===== src/brc_pkg.sv =====
package brc_pkg;

  localparam int BYTE_W = 8;
  localparam int TERM_W = 16;
  localparam int SUM_W = BYTE_W + 1;
  localparam int PROD_W = SUM_W + TERM_W;

  localparam logic [TERM_W:0] TERM_MOD = 17'd65535;
  localparam logic [TERM_W:0] WRAP_ONE = 17'd65536;
  localparam logic [BYTE_W-1:0] ALPHA_MUL = 8'd17;
  localparam logic [BYTE_W-1:0] BETA_MUL = 8'd31;
  localparam logic [BYTE_W-1:0] FIRST_OFFSET = 8'd7;

  typedef logic [BYTE_W-1:0] byte_t;
  typedef logic [BYTE_W-1:0] pos_t;
  typedef logic [TERM_W-1:0] term_t;
  typedef logic [PROD_W-1:0] prod_t;

  typedef struct packed {
    byte_t data_byte;
    logic  last_byte;
  } item_t;

  typedef struct packed {
    term_t current_term;
    term_t previous_term;
    pos_t  position_low;
  } term_state_t;

  function automatic term_t mod_fold(input prod_t x);
    logic [TERM_W:0] s;
    logic [TERM_W:0] r;
    s = (TERM_W + 1)'(x[PROD_W-1:TERM_W]) + (TERM_W + 1)'(x[TERM_W-1:0]);
    r = (s >= TERM_MOD) ? (s - TERM_MOD) : s;
    return r[TERM_W-1:0];
  endfunction

endpackage


===== src/brc_if.sv =====
interface brc_in_if;
  import brc_pkg::*;
  logic  valid;
  logic  ready;
  byte_t data_byte;
  logic  last_byte;

  modport source (output valid, output data_byte, output last_byte, input ready);
  modport sink (input valid, input data_byte, input last_byte, output ready);
endinterface

interface brc_out_if;
  import brc_pkg::*;
  logic  valid;
  logic  ready;
  term_t checksum;

  modport source (output valid, output checksum, input ready);
  modport sink (input valid, input checksum, output ready);
endinterface


===== src/brc_in_stage.sv =====
module brc_in_stage (
  input  logic             clk,
  input  logic             rst_n,
  brc_in_if.sink           in_ch,
  input  logic             advance,
  output logic             item_valid,
  output brc_pkg::item_t   item
);
  import brc_pkg::*;

  logic  valid_r;
  logic  valid_nxt;
  item_t item_r;
  logic  take;

  assign in_ch.ready = !valid_r || advance;
  assign take = in_ch.valid && in_ch.ready;

  always_comb begin
    valid_nxt = valid_r;
    if (take) begin
      valid_nxt = 1'b1;
    end else if (advance) begin
      valid_nxt = 1'b0;
    end
  end

  always_ff @(posedge clk) begin
    if (!rst_n) begin
      valid_r <= 1'b0;
    end else begin
      valid_r <= valid_nxt;
    end
  end

  always_ff @(posedge clk) begin
    if (take) begin
      item_r.data_byte <= in_ch.data_byte;
      item_r.last_byte <= in_ch.last_byte;
    end
  end

  assign item_valid = valid_r;
  assign item = item_r;

endmodule


===== src/brc_term_calc.sv =====
module brc_term_calc (
  input  brc_pkg::byte_t       data_byte,
  input  brc_pkg::term_state_t state,
  output brc_pkg::term_t       next_term
);
  import brc_pkg::*;

  pos_t            alpha;
  pos_t            beta;
  logic [SUM_W-1:0] factor;
  prod_t           plus;
  prod_t           minus;
  prod_t           diff;
  logic            non_neg;
  term_t           residue;
  logic [TERM_W:0] wrapped;
  logic [TERM_W:0] wrapped_red;

  assign alpha = pos_t'(state.position_low * ALPHA_MUL);
  assign beta = pos_t'(state.position_low * BETA_MUL);
  assign factor = SUM_W'(data_byte) + SUM_W'(alpha);
  assign plus = PROD_W'(factor) * PROD_W'(state.current_term);
  assign minus = PROD_W'(beta) * PROD_W'(state.previous_term);
  assign non_neg = plus >= minus;
  assign diff = non_neg ? (plus - minus) : (minus - plus);
  assign residue = mod_fold(diff);

  // negative difference: wrap adds one after the residue is taken
  assign wrapped = WRAP_ONE - (TERM_W + 1)'(residue);
  assign wrapped_red = (wrapped >= TERM_MOD) ? (wrapped - TERM_MOD) : wrapped;

  assign next_term = non_neg ? residue : wrapped_red[TERM_W-1:0];

endmodule


===== src/brc_out_stage.sv =====
module brc_out_stage (
  input  logic           clk,
  input  logic           rst_n,
  brc_out_if.source      out_ch,
  input  logic           load,
  input  brc_pkg::term_t checksum,
  output logic           free
);
  import brc_pkg::*;

  logic  valid_r;
  logic  valid_nxt;
  term_t checksum_r;

  assign free = !valid_r || out_ch.ready;

  always_comb begin
    valid_nxt = valid_r && !out_ch.ready;
    if (load) begin
      valid_nxt = 1'b1;
    end
  end

  always_ff @(posedge clk) begin
    if (!rst_n) begin
      valid_r <= 1'b0;
    end else begin
      valid_r <= valid_nxt;
    end
  end

  always_ff @(posedge clk) begin
    if (load) begin
      checksum_r <= checksum;
    end
  end

  assign out_ch.valid = valid_r;
  assign out_ch.checksum = checksum_r;

endmodule


===== src/byte_recurrence_checksum.sv =====
// Byte recurrence checksum.
// in_ch carries one message byte per transaction, with last_byte marking the
// final byte of a message. out_ch carries one 16-bit checksum per message,
// produced for the transaction that has last_byte set; other bytes produce
// nothing on out_ch.
// A byte accepted on in_ch lands in the input register; when it advances it
// is folded into the recurrence and, for a last byte, the result is loaded
// into the result register, so out_ch.valid rises in the cycle after it advances.
// Throughput: one byte per cycle while no last byte waits for the result
// register. The recurrence term is updated combinationally from the input
// register by two small multipliers, a subtract and an end-around fold mod 65535.
// Reset (rst_n low, synchronous) empties both registers and rearms the block
// at the start of a message. After each last byte the block rearms itself.
// When out_ch stalls, the pending checksum holds; bytes that are not last
// keep flowing, and a last byte waits in the input register, holding
// in_ch.ready low, until the result register frees.
module byte_recurrence_checksum (
  input  logic      clk,
  input  logic      rst_n,
  brc_in_if.sink    in_ch,
  brc_out_if.source out_ch
);
  import brc_pkg::*;

  logic        item_valid;
  item_t       item;
  logic        out_free;
  logic        advance;
  logic        load;
  term_t       calc_term;
  term_t       new_current;

  term_state_t state_r;
  term_state_t state_nxt;
  logic        start_r;
  logic        start_nxt;

  assign advance = item_valid && (!item.last_byte || out_free);
  assign load = advance && item.last_byte;

  brc_in_stage u_in (
    .clk        (clk),
    .rst_n      (rst_n),
    .in_ch      (in_ch),
    .advance    (advance),
    .item_valid (item_valid),
    .item       (item)
  );

  brc_term_calc u_calc (
    .data_byte (item.data_byte),
    .state     (state_r),
    .next_term (calc_term)
  );

  assign new_current = start_r ? (TERM_W'(item.data_byte) + TERM_W'(FIRST_OFFSET))
                               : calc_term;

  always_comb begin
    state_nxt = state_r;
    start_nxt = start_r;
    if (advance) begin
      if (item.last_byte) begin
        state_nxt.current_term = term_t'(1);
        state_nxt.previous_term = term_t'(1);
        state_nxt.position_low = '0;
        start_nxt = 1'b1;
      end else begin
        state_nxt.previous_term = start_r ? term_t'(1) : state_r.current_term;
        state_nxt.current_term = new_current;
        state_nxt.position_low = state_r.position_low + pos_t'(1);
        start_nxt = 1'b0;
      end
    end
  end

  always_ff @(posedge clk) begin
    if (!rst_n) begin
      state_r.current_term <= term_t'(1);
      state_r.previous_term <= term_t'(1);
      state_r.position_low <= '0;
      start_r <= 1'b1;
    end else begin
      state_r <= state_nxt;
      start_r <= start_nxt;
    end
  end

  brc_out_stage u_out (
    .clk      (clk),
    .rst_n    (rst_n),
    .out_ch   (out_ch),
    .load     (load),
    .checksum (new_current),
    .free     (out_free)
  );

  a_rearm_after_last: assert property (@(posedge clk) disable iff (!rst_n)
    load |=> start_r && state_r.position_low == '0)
    else $error("block did not rearm after last byte");

  a_start_pos_zero: assert property (@(posedge clk) disable iff (!rst_n)
    start_r |-> state_r.position_low == '0 && state_r.previous_term == term_t'(1))
    else $error("message start state inconsistent");

  a_inner_no_stall: assert property (@(posedge clk) disable iff (!rst_n)
    item_valid && !item.last_byte |-> advance)
    else $error("non-final byte stalled");

  a_load_sets_valid: assert property (@(posedge clk) disable iff (!rst_n)
    load |=> out_ch.valid && out_ch.checksum == $past(new_current))
    else $error("checksum not presented after last byte");

  a_term_in_range: assert property (@(posedge clk) disable iff (!rst_n)
    !start_r |-> state_r.current_term != 16'hFFFF)
    else $error("recurrence term out of range");

endmodule

===== src/flat_wrapper.sv =====
// flat-port wrapper written by rule: the top's interface ports become plain ports
module byte_recurrence_checksum_flat import brc_pkg::*;
  (clk, rst_n, in_ch_valid, in_ch_data_byte, in_ch_last_byte, in_ch_ready, out_ch_valid, out_ch_checksum, out_ch_ready);
  brc_in_if in_ch_i ();
  brc_out_if out_ch_i ();
  input  logic clk;
  input  logic rst_n;
  input wire logic [$bits(in_ch_i.valid)-1:0] in_ch_valid;
  input wire logic [$bits(in_ch_i.data_byte)-1:0] in_ch_data_byte;
  input wire logic [$bits(in_ch_i.last_byte)-1:0] in_ch_last_byte;
  output wire logic [$bits(in_ch_i.ready)-1:0] in_ch_ready;
  output wire logic [$bits(out_ch_i.valid)-1:0] out_ch_valid;
  output wire logic [$bits(out_ch_i.checksum)-1:0] out_ch_checksum;
  input wire logic [$bits(out_ch_i.ready)-1:0] out_ch_ready;
  assign in_ch_i.valid = in_ch_valid;
  assign in_ch_i.data_byte = in_ch_data_byte;
  assign in_ch_i.last_byte = in_ch_last_byte;
  assign in_ch_ready = in_ch_i.ready;
  assign out_ch_valid = out_ch_i.valid;
  assign out_ch_checksum = out_ch_i.checksum;
  assign out_ch_i.ready = out_ch_ready;
  byte_recurrence_checksum u_core (.clk(clk), .rst_n(rst_n), .in_ch(in_ch_i), .out_ch(out_ch_i));
endmodule

===== config.mk =====
export PLATFORM = sky130hd
export DESIGN_NAME = byte_recurrence_checksum_flat
export DESIGN_NICKNAME = d
export VERILOG_FILES = /design/src/brc_pkg.sv /design/src/brc_if.sv /design/src/brc_in_stage.sv /design/src/brc_term_calc.sv /design/src/brc_out_stage.sv /design/src/byte_recurrence_checksum.sv /design/src/flat_wrapper.sv
export SDC_FILE = /design/constraint.sdc
export NUM_CORES = 1
export LEC_CHECK = 0
export BUFFER_PORTS_ARGS = -buffer_cell sky130_fd_sc_hd__clkbuf_2
export CAP_MARGIN = 25
export CORE_MARGIN = 4
export CORE_UTILIZATION = 35
export CTS_CLUSTER_DIAMETER = 40
export DETAILED_ROUTE_END_ITERATION = 12
export SLEW_MARGIN = 25
export SYNTH_ARGS = -nofsm -noshare
export SYNTH_HDL_FRONTEND = slang
export SYNTH_SLANG_ARGS = --single-unit

===== constraint.sdc =====
create_clock -name clk -period 35.2 [get_ports clk]
set_input_delay 3.52 -clock clk [delete_from_list [all_inputs] [get_ports clk]]
set_output_delay 3.52 -clock clk [all_outputs]
set_load 0.02 [all_outputs]

==> qor.yml, run 1 <==
die_area_um2: 49600
gp_congestion: 0.917
syn_to_final_growth_pct: 6.04
setup_ws_ns: 15.97
path_max_fanout: 26
cts_tree: "done"
cp.required_ns: 35.26
overflow: 0
hold_viol: 0
slew_headroom_pct: 31.6
cts_buffers: 9
grt_pass1_vias: 13500
rsz0062_at_grt: "no"
drtIter0Drc: 1081
die_y_um: 223
htree_levels: 3
hold_path_class: "flop to flop"
worst-setup-path-type: "flop to flop"
min_period_over_period_pct: 54.6
fmax_mhz: 52.0
yosysWarnings: 0
syn_avg_cell_area_um2: 8.19
place_hpwl_um: 38600
synth_area_um2: 16100
start_util_pct: 35.5
die_w_um: 223
synth_seq_area_share_pct: 9.99
ys_ff_latch: 68
cts_resized: 0
postSynthNetCount: 2352
fin_worst_skew_ns: 0.00682
layout_common_cells: "inv_1, nand2_1, fa_1"
cp_slowest_cell: "dfxtp_1"
critPathMostFrequentCell: "a21oi_1"
grt_antenna_before_repair: 0
worstMarginPinSlew_ns: 1.02
setup_viol: 0
drive_above_1_share_pct: 3.96
cts_setup_buffers: 0
outcome: "completed"
yosys.area.top_type: "fa_1"
clk_latency_ns: 0.35
cts.hold.buffers_added: 0
cts_root_buf: "clkbuf_16"
drc_errors: 0
yosys.area.top_type_share_pct: 24.5
placementRows: 78
drt_wl_total_um: 47200
setup_tns_ns: 0
route.vias.total: 13400
slew_viol_final: 0
start_kind: "flop"
yosysUniqueCellTypes: 81
grt_max_degree: 40
ys.flop_type: "dfxtp_1"
drtPass1Iterations: 5
grt_usage_pct: 18.6
routedWlPerCell_um: 18.5
netlist_instances: 1969
nets: 2323
clock-sinks: 68
clk_pin_slew_ns: 0.06
finalCriticalPeriod_ns: 19.23
io_buffers: 30
routed_via_density: 5.28
synth-async-reset-ratio_pct: 0
placeableCoreArea_um2: 45500
grt_pass1_wl_um: 74400
synth_area_leaders: "fa_1, ha_1, inv_1"
synth_edf_count: 25
final_common_cell: "inv_1"
ioPinCount: 31
worstPathArrival_ns: 19.29
crit_path_max_incr_delay_ns: 0.95
drv_cap: 0
detail-route-antenna-nets: 0
clock_path_buffers: 2
critPathCaptureType: "flop"
dp_slack_ns: 16.10
## path summary, 6_finish.rpt
| check | from | to | slack [ns] | cells past startpoint |
|---|---|---|---|---|
| max | u_core.state_r[0] | u_core.u_out.out_ch.checksum[12] | 15.97 | 73 |
| min | u_core.state_r[7] | u_core.state_r[7] | 0.59 | 2 |
| max reg2reg | u_core.state_r[0] | u_core.u_out.out_ch.checksum[12] | 15.97 | 73 |
| min reg2reg | u_core.state_r[7] | u_core.state_r[7] | 0.59 | 2 |
## through the flow
stage	hold slack, ns	utilization, %	cells	cell area (um^2)
final	0.592	37.6	2546	17100
after detailed placement	0.593	36.9	2529	16800
after global routing	0.641	37.6	2545	17100
after CTS	0.603	37.6	2545	17100
after global placement	0.582	36.9	2529	16800
after floorplan	0.453	-	1969	16100
## worst max-delay path, delay by kind of cell, from the launching register on
kind,cells,cell delay [ns]
AOI/OAI and AO/OA,35,7.48
adders and majority gates,12,5.21
and+or+nand+nor,13,3.25
xor gates and xnor gates,6,1.19
DFF,1,0.95
buffers and inverters,6,0.60
muxes,1,0.25
## cell type report
cell class,instances,area [um^2]
sequential,68,1610
timing repair buffer,42,240
clock buffer,11,254
inverter,317,1190
antenna,1,2.50
multi-input combinational,1502,13000
clock inverter,5,58.8
tap,600,751
fill,4688,28400
## kinds of logic (layout without fill, tap and decap cells)
logic type	after synthesis	after routing	synth area share, %
buf+inv	399	375	9.48
mux	17	17	1.19
fa+ha+maj	370	370	37.9
simple gates	609	609	18.9
xor+xnor	129	129	7.10
other cells	0	1	0
flops	68	68	9.99
compound gates	377	377	15.5
## routing by layer
| metal | share of wire (%) | GRT usage [%] | vias to the layer above |
|---|---|---|---|
| met3 | 4.9 | 2.27 | 61 |
| met2 | 46 | 30.6 | 374 |
| met4 | 2.7 | 4.75 | 0 |
| met5 | 0 | 0 | - |
| li1 | - | - | 6354 |
| met1 | 46 | 26.2 | 6658 |
## synthesized netlist by cell type, drive strengths merged (7+ instances only)
library cell / count
or3: 8
edfxtp: 25
a21o: 38
a31oi: 15
o21bai: 38
nor2b: 25
nand3: 38
mux2i: 13
nand4: 18
fa: 197
buf: 22
a211oi: 7
a21boi: 21
clkbuf: 60
nor2: 83
and2: 140
o31ai: 14
xnor2: 88
nor3: 33
dfxtp: 43
ha: 173
o21ai: 64
and3: 12
xor2: 41
o211ai: 11
nand2b: 9
a21oi: 118
nand2: 217
inv: 317
## registers in the layout, indices dropped and copies added, names as in the netlist
| signal | flops |
|---|---|
| u_core.start_r | 1 |
| u_core.state_r | 40 |
| u_core.u_in.item | 9 |
| u_core.u_in.item_valid | 1 |
| u_core.u_out.out_ch.checksum | 16 |
| u_core.u_out.out_ch.valid | 1 |
Power of run 1 is not shown: default switching activity piles up to over one toggle a cycle in this logic, so the estimate is an artifact.
==> run 2: changes to the inputs <==
clock period = 16.5 ns   (was 35.2 ns; I/O delays follow)
==> qor.yml, run 2 (synthesis results as in run 1) <==
outcome: "completed"
cp_slowest_cell: "fa_2"
top_register: "u_core.state_r"
fmax_mhz: 63.3  # +22%
drc_errors: 0  # unchanged
layout_common_cells: "inv_1, nand2_1, fa_1"
cts_buffers: 9  # unchanged
cpLargestDelayFamily: "adder cells"
grt_pass1_wl_um: 76400  # +2.7%
drtIter0Drc: 807  # -25%
fin_worst_skew_ns: 0.0114  # +0.00457 ns
clk_pin_slew_ns: 0.07  # about the same
start_util_pct: 35.5  # unchanged
drtPass1Iterations: 5  # unchanged
cp.required_ns: 16.74  # -18.52 ns
worstHoldPathCells: 2  # unchanged
die_w_um: 223  # unchanged
design_area_um2: 18100  # +5.8%
clk_latency_ns: 0.35  # about the same
detail-route-antenna-nets: 0  # unchanged
gp_congestion: 0.914  # -0.38%
path_max_fanout: 5  # -81%
whs_ns: 0.608  # +0.0154 ns
hold_viol: 0  # unchanged
grt_antenna_before_repair: 3  # +3
startpoint: "u_core.state_r[2]"
drv_cap: 0  # unchanged
met3_usage_pct: 3.67  # +1.4 points
htree_levels: 3  # unchanged
die_y_um: 223  # unchanged
route.vias.total: 13900  # +3.1%
worstPathArrival_ns: 16.03  # -3.26 ns
clock_path_buffers: 2  # unchanged
placementRows: 78  # unchanged
finalCriticalPeriod_ns: 15.79  # -3.43 ns
io_buffers: 30  # unchanged
largest_reg_flops: 40  # unchanged
worst-setup-path-type: "flop to flop"
use_met1_pct: 25.2  # -0.97 points
placeableCoreArea_um2: 45500  # unchanged
worstReg2RegStart: "u_core.state_r[2]"
critPathCaptureType: "flop"
nets: 2402  # +3.4%
routed_via_density: 5.28  # about the same
crit_path_max_incr_delay_ns: 0.59  # -0.36 ns
crit_cells: 73  # unchanged
start_kind: "flop"
setup_viol: 0  # unchanged
grt_usage_pct: 19.1  # +0.48 points
place_hpwl_um: 39900  # +3.5%
hold_path_class: "flop to flop"
worstMarginPinSlew_ns: 1.13  # +0.107 ns
grt_max_degree: 35  # -13%
gr-usage-met2_pct: 32.3  # +1.6 points
overflow: 0  # unchanged
drt_wl_total_um: 48300  # +2.5%
min_from: "u_core.state_r[17]"
routedWlPerCell_um: 18.4  # -0.62%
placed_area_um2: 17300  # +3.0%
critPathBufInv: 10  # +4
slew_headroom_pct: 24.3  # -7.4 points
clock-sinks: 68  # unchanged
slew_viol_final: 0  # unchanged
final_common_cell: "inv_1"
min_period_over_period_pct: 95.7  # +41 points
reg2reg_depth: 73  # unchanged
die_area_um2: 49600  # unchanged
top_usage_layer: "met2"
cts_root_buf: "clkbuf_16"
drive_above_1_share_pct: 11.0  # +7.0 points
ioPinCount: 31  # unchanged
cts_tree: "done"
grt_pass1_vias: 14000  # +3.5%
syn_to_final_growth_pct: 12.2
==> run 2: changes by cell type in the layout (fill, tap and decap cells not counted), sizes merged <==
cell / change
clkinv: +4
clkinvlp: -1
inv: -1
buf: +79
clkbuf: -2
==> run 2: final timing paths <==
path / to / slack, ns
max: u_core.state_r[26] / 0.71
max reg2reg: u_core.state_r[26] / 0.71
min reg2reg: u_core.state_r[17] / 0.61
min: u_core.state_r[17] / 0.61
==> run 2: worst reg2reg max path: cells and delay by family (launching register included) <==
kind / cells / cell delay [ns]
AO/OA/AOI/OAI: 31 / 5.34
buffers and inverters: 10 / 0.66
AND/OR/NAND/NOR: 12 / 2.62
multiplexers: 1 / 0.28
XOR/XNOR: 5 / 0.70
flip-flops: 1 / 0.35
adder cells (fa/ha/maj): 14 / 5.71
==> run 2: stage by stage <==
| stage | setup slack, ns | std cells | util [%] | TNS (ns) |
|---|---|---|---|---|
| floorplan | 0.0437 | 1969 | - | 0 |
| global placement | 0.251 | 2594 | 38.0 | 0 |
| detailed placement | -0.168 | 2594 | 38.0 | -2.03 |
| CTS | 0.00186 | 2611 | 38.7 | 0 |
| global route | -0.0842 | 2624 | 39.8 | -0.0899 |
| finish | 0.708 | 2625 | 39.8 | 0 |
==> run 2: area by class of cell <==
cell class | count | area (um^2)
well taps | 600 | 751
clock buffers | 9 | 225
clock inverters | 7 | 67.6
multi-input cells | 1502 | 13400
fillers | 4670 | 27400
inverters | 317 | 1190
flip-flops and latches | 68 | 1610
repair buffers | 121 | 881
diodes | 1 | 2.50
==> run 2: timing repair <==
action                     in CTS  in global routing
hold buffers                    0                  0
pin swaps                       2                 46
gates cloned                    0                  0
buffers inserted                1                 12
setup endpoints to repair      30                 32
gates resized for setup         5                 78
==> run 2: per-layer routing <==
layer	part of all wire [%]	wire [um]	vias up
met4	2.9	1420	4
met5	0.052	25	-
met3	6.1	2950	83
li1	-	-	6507
met2	48	23000	376
met1	43	20900	6898
Power of run 2 is left out for the same reason.
